<file path="src/rtl/core/tfw_pkg.sv">
package tfw_pkg;

  // operation codes
  localparam logic [1:0] OP_CLEAR = 2'd0;
  localparam logic [1:0] OP_LOAD  = 2'd1;
  localparam logic [1:0] OP_QUERY = 2'd2;

  // status codes
  localparam logic [1:0] ST_OK      = 2'd0;
  localparam logic [1:0] ST_EMPTY   = 2'd1;
  localparam logic [1:0] ST_DROPPED = 2'd2;

  // datapath commands from the controller
  typedef struct packed {
    logic capture;    // latch the query fields
    logic load;       // write one edge
    logic clear;      // empty the store
    logic rd_start;   // restart the edge read pointer
    logic rd_next;    // advance the read pointer
    logic near_step;  // fold the edge at the pipeline end into the nearest search
    logic proj;       // extrapolate to the chosen edge
    logic wind_step;  // fold the edge at the pipeline end into the winding sum
    logic emit;       // capture the result
  } tfw_cmd_t;

  // datapath status to the controller
  typedef struct packed {
    logic empty;
    logic rd_last;    // read pointer at the last stored edge
  } tfw_stat_t;

endpackage

</file>
<file path="src/rtl/core/tfw_ctrl.sv">
module tfw_ctrl (
  input  logic               clk,
  input  logic               rst,
  input  logic               in_valid,
  input  logic [1:0]         in_op,
  output logic               in_ready,
  output logic               out_valid,
  input  logic               out_ready,
  input  tfw_pkg::tfw_stat_t stat,
  output tfw_pkg::tfw_cmd_t  cmd
);
  import tfw_pkg::*;

  // pipeline depth between a read request and the step at its end
  localparam int PIPE = 5;

  typedef enum logic [6:0] {
    S_IDLE  = 7'b0000001,
    S_NEAR  = 7'b0000010,
    S_DRN1  = 7'b0000100,
    S_PROJ  = 7'b0001000,
    S_WIND  = 7'b0010000,
    S_DRN2  = 7'b0100000,
    S_EMIT  = 7'b1000000
  } state_t;

  state_t state, state_next;
  logic [PIPE-1:0] vpipe;
  logic issue;
  logic [2:0] drain, drain_next;

  assign in_ready = (state == S_IDLE) && !(out_valid && !out_ready);

  always_comb begin
    cmd = '0;
    state_next = state;
    drain_next = drain;
    issue = 1'b0;
    case (state)
      S_IDLE: begin
        if (in_valid && in_ready) begin
          cmd.capture = 1'b1;
          case (in_op)
            OP_CLEAR: cmd.clear = 1'b1;
            OP_LOAD:  cmd.load = 1'b1;
            OP_QUERY: begin
              cmd.rd_start = 1'b1;
              if (stat.empty) state_next = S_EMIT;
              else state_next = S_NEAR;
            end
            default: ;
          endcase
        end
      end
      S_NEAR, S_WIND: begin
        issue = 1'b1;
        if (stat.rd_last) begin
          state_next = (state == S_NEAR) ? S_DRN1 : S_DRN2;
          drain_next = 3'(PIPE);
        end else begin
          cmd.rd_next = 1'b1;
        end
      end
      S_DRN1, S_DRN2: begin
        drain_next = drain - 3'd1;
        if (drain == 3'd1) begin
          if (state == S_DRN1) begin
            state_next = S_PROJ;
          end else begin
            state_next = S_EMIT;
          end
        end
      end
      S_PROJ: begin
        cmd.proj = 1'b1;
        cmd.rd_start = 1'b1;
        state_next = S_WIND;
      end
      S_EMIT: begin
        if (!out_valid || out_ready) begin
          cmd.emit = 1'b1;
          state_next = S_IDLE;
        end
      end
      default: state_next = S_IDLE;
    endcase
    cmd.near_step = vpipe[PIPE-1] && (state == S_NEAR || state == S_DRN1);
    cmd.wind_step = vpipe[PIPE-1] && (state == S_WIND || state == S_DRN2);
  end

  always_ff @(posedge clk) begin
    if (rst) begin
      state <= S_IDLE;
      vpipe <= '0;
      drain <= '0;
      out_valid <= 1'b0;
    end else begin
      state <= state_next;
      drain <= drain_next;
      vpipe <= {vpipe[PIPE-2:0], issue};
      if (cmd.emit) out_valid <= 1'b1;
      else if (out_ready) out_valid <= 1'b0;
    end
  end

  // a result never comes out of an idle controller
  assert property (@(posedge clk) disable iff (rst) cmd.emit |-> state == S_EMIT)
    else $error("emit outside emit state");
  // input is held off while a query runs
  assert property (@(posedge clk) disable iff (rst) state != S_IDLE |-> !in_ready)
    else $error("ready during query");
  // no edge reaches the end of the pipe after draining
  assert property (@(posedge clk) disable iff (rst)
    (state == S_PROJ || state == S_EMIT) |-> !vpipe[PIPE-1])
    else $error("pipeline not drained");

endmodule

</file>
<file path="config.mk">
export PLATFORM = sky130hd
export DESIGN_NAME = tfw_ctrl
export DESIGN_NICKNAME = d
export VERILOG_FILES = /design/src/rtl/core/tfw_pkg.sv /design/src/rtl/core/tfw_ctrl.sv
export SDC_FILE = /design/constraint.sdc
export NUM_CORES = 1
export LEC_CHECK = 0
export BUFFER_PORTS_ARGS = -buffer_cell sky130_fd_sc_hd__buf_4
export CAP_MARGIN = 5
export CELL_PAD_IN_SITES_DETAIL_PLACEMENT = 0
export CELL_PAD_IN_SITES_GLOBAL_PLACEMENT = 2
export CORE_ASPECT_RATIO = 1.25
export CORE_MARGIN = 3
export CORE_UTILIZATION = 36
export CTS_BUF_LIST = sky130_fd_sc_hd__clkbuf_4 sky130_fd_sc_hd__clkbuf_8
export DETAILED_ROUTE_END_ITERATION = 8
export PLACE_DENSITY_LB_ADDON = 0.3
export SYNTH_ARGS = -nofsm -noshare
export SYNTH_HDL_FRONTEND = slang
export SYNTH_SLANG_ARGS = --single-unit
</file>
<file path="constraint.sdc">
create_clock -name clk -period 2.73 [get_ports clk]
set_clock_uncertainty 0.05 [all_clocks]
set_input_delay 0.4095 -clock clk [delete_from_list [all_inputs] [get_ports clk]]
set_output_delay 0.4095 -clock clk [all_outputs]
set_load 0.05 [all_outputs]
</file>
After elaboration in Yosys (flattened, before gate mapping)
Index checks and enable logic that the tools add are counted.

Output and inout port bits: 11. Register bits after elaboration: 16. Input port bits: 8.

Mux-type cells: 25. Add/subtract/negate cells: 1. Reductions and logical operators: 18. Eq/ne operators: 15.

Operator list (count): 7-bit two-way mux (7); 7-bit case mux with 5 select lines (1); 1-bit two-way mux (11); 7-bit by 1-bit == test with 1-bit output, second input constant (1); 7-bit by 2-bit == test with 1-bit output, second input constant (1); 7-bit by 3-bit == test with 1-bit output, second input constant (1); 7-bit by 4-bit == test with 1-bit output, second input constant (1); 7-bit by 5-bit == test with 1-bit output, second input constant (1); 7-bit by 6-bit == test with 1-bit output, second input constant (1); 7-bit == test, second input constant (1); 3-bit two-way mux (2); 6-bit two-way mux (1); 2-bit inequality test, second input constant (3); 3-bit case mux with 2 select lines (1); 1-bit logical AND (5); 5-bit AND reduction (1); 4-bit two-way mux (1); 2-bit by 1-bit inequality test with 1-bit output, second input constant (2); 2-bit nonzero test (2); 2-bit OR reduction (2); 3-bit by 1-bit == test with 1-bit output, second input constant (1); 1-bit zero test (3); 1-bit logical OR (3); 3-bit by 1-bit subtractor with 3-bit output, second input constant (1); other kinds (5) (5).

Depth between registers and ports, before layout
Depth in word-level cells: 7. Mapped depth: 6.

Worst setup path after synthesis
Ideal clock, no wire load.

Kind: register -> output. Start: reg state[2]. End: out cmd[7] in the netlist's numbering. Data arrival time: 3040 ps. Required time: 2271 ps. Setup slack: -770 ps. Stages on the path, launching flop included: 7. Path through: dfxtp_1 > buf_4 > nor4b_2 > nand2_1 > nor2_1 > nand2_1 > nor3b_1.

RTL lines: start, declared (RTL line tfw_ctrl.sv:27) `state_t state, state_next;`; start signal, assigned (RTL line tfw_ctrl.sv:98) `state <= state_next;`; end, declared (RTL line tfw_ctrl.sv:10) `output tfw_pkg::tfw_cmd_t cmd`.

==> run summary <==
Run status = complete, no violations
Fin Setup TNS = 0 ns
Worst r2r dst = state[6]
Max Cap Viol = 0
Grt total ovfl = 0
M1 wire length = 865 µm
Netlist Area Pre-Place = 912 µm²
DRC viols = 0
Register area share after synthesis = 0.351
Slew HR = 0.668
IO Pins = 19
Rows = 19
Path type of the worst setup path = reg -> out
Crit start category = register
Ys async rst share = 0
Core Box Area = 2310 µm²
Cell mode on critical path = nand2_1
R2r startpoint = state[1]
Clock tree buffer depth = 2
Pins Over Slew Limit = 0
GPL Wtd Cong = 0.765
WL/cell = 12.5 µm
Number of synthesized flops with an enable pin = 0
Hold path cells = 3
Layout cell share with drive strength beyond 1 = 0.311
Yosys top cell area share = 0.351
Syn nets = 112
Die width = 51.0 µm
Detail Route Antenna Nets = 0
Fmax = 401 MHz
Nets = 130
Pin count of the biggest net entering global routing = 17
Req. time, crit path = 2.27 ns
Crit path from = state[0]
Antenna violations before repair = 0
Post-synth top cells = dfxtp_1, nor2_1, nand2_1
Period utilization = 0.914
Initial core utilization = 0.396
Clock Sinks = 16
Vias in the first global route = 711
Leakage Power = 0.000493 µW
Final number of hold-violating endpoints = 0
Final setup fails = 0
FF-to-FF setup slack = 0.80 ns
Total iterations of the first detailed-routing run = 5
Total Wirelength = 1880 µm
WL met3 = 88 µm
Min Tclk post-route = 2.50 ns
1st-iter DRT viols = 18
Die footprint = 3180 µm²
Top post-synthesis cells by area = dfxtp_1, nor2_1, nor2b_1, xor2_1, nor3_2
CP max-delay cell = dfxtp_1
Netlist cell types = 40
HPWL after DPL = 1390 µm
Yosys warns = 0
Yosys reg bits = 16
N_diodes = 0
Fin Hold WS = 0.345 ns
Latest clock arrival within the worst-skew pair = 0.29 ns
Layout area overhead = 22.9%
Post-Syn Instances = 102
Root buf cell = clkbuf_4
CTS tree = done
Top layer in use = met4
Maximum level of the CTS H-tree = 1
CP max FO = 7
CTS Hold Bufs = 0
DIE HEIGHT = 62.3 µm
Via count = 758
Yosys top cell by area = dfxtp_1
Setup crit end kind = primary output
Wire length on met2 = 879 µm
Worst min path class = in -> reg
Gr usage total = 0.132
Vias per std cell = 5.05
Worst-margin pin slew = 0.496 ns
First-pass GRT wire length = 3230 µm
Mean area per synthesized cell = 8.94 µm²
Power density over the cells = 757 nW/µm²
Cell chain of the critical path = nor4b_4 -> nand2_1 -> nor2_2 -> nand2_1 -> nor3b_4 -> buf_4
Count leader, synth = dfxtp_1
Buffers on Ports = 18
Slowest cell delay on critical path = 0.52 ns
Main synth FF type = dfxtp_1
Worst path arrival time = 2.04 ns
Reg clk slew, reported paths = 0.10 ns
Worst reg-to-reg path cell count = 5
CP Capture Point = cmd[7]
Maximum vdd drop = 0.432 mV
Num CTS Buffers = 3
Unrepaired setup endpoints after global routing = false
-- per-stage QoR --
step / cell area, µm² / std cells / util / setup WS, ns / power (µW)
floorplan: 937 / 102 / - / 0.0456 / 598
global placement: 1080 / 146 / 0.467 / 0.520 / 681
detailed placement: 1080 / 146 / 0.467 / 0.495 / 684
CTS: 1110 / 150 / 0.482 / 0.153 / 845
global route: 1120 / 150 / 0.486 / 0.0543 / 901
finish: 1120 / 150 / 0.486 / 0.234 / 848
-- cell type report --
| type | count | area (µm²) |
|---|---|---|
| repair buffers | 18 | 135 |
| multi-input cells | 76 | 572 |
| inverters | 5 | 18.8 |
| fillers | 227 | 1180 |
| well taps | 31 | 38.8 |
| flip-flops and latches | 16 | 320 |
| clock buffers | 4 | 36.3 |
-- placed cells by master, fill, tap and decap left out, types with 2 or more instances in the layout --
cell type  instances
buf_4             18
dfxtp_1           16
nor2_1            14
nand2_1            8
nor2b_1            7
inv_1              5
a21oi_1            5
xor2_1             4
nand3_1            3
nor3_2             3
clkbuf_4           3
nand3b_1           2
nand4b_1           2
ha_1               2
-- layer usage --
| layer | GRT usage | vias to the layer above |
|---|---|---|
| li1 | - | 395 |
| met1 | 0.178 | 341 |
| met2 | 0.195 | 17 |
| met3 | 0.0239 | 5 |
| met4 | 0.0707 | 0 |
| met5 | 0 | - |
-- cell families (layout without fill, tap and decap cells) --
group	after synthesis	count (layout)	synth area share
adders and majority gates	2	2	0.0274
xor gates and xnor gates	4	4	0.0384
and+or+nand+nor	56	56	0.396
muxes	1	1	0.0110
buffers and inverters	10	27	0.0590
DFF	16	16	0.351
AOI/OAI and AO/OA	13	13	0.117
-- registers in the layout (all words and copies together) (netlist names) --
register,count
drain,3
out_valid,1
state,7
vpipe,5
-- power by group --
| part | leakage, µW | internal [µW] | switching [µW] |
|---|---|---|---|
| clock | 0.0000210 | 81.3 | 79.6 |
| combinational | 0.000343 | 145 | 245 |
| sequential | 0.000129 | 253 | 44.6 |
-- critical path: cells and delay by family, from the launching register on --
kind | cells | cell delay, ns
AND/OR/NAND/NOR | 5 | 1.00
flip-flops | 1 | 0.52
buffers and inverters | 1 | 0.21
-- how the worst min path moves through the flow --
stage / from / to
floorplan: vpipe[0] / vpipe[1]
global placement: vpipe[0] / vpipe[1]
detailed placement: vpipe[2] / vpipe[3]
CTS: stat[1] / state[1]
global route: stat[1] / state[1]
finish: stat[1] / state[1]
-- timing repair --
item	4_1_cts	5_1_grt
resized for setup	0	1
endpoints found under the setup margin	0	1
buffers inserted	0	0
No activity file was read; power rests on OpenSTA's default activity.
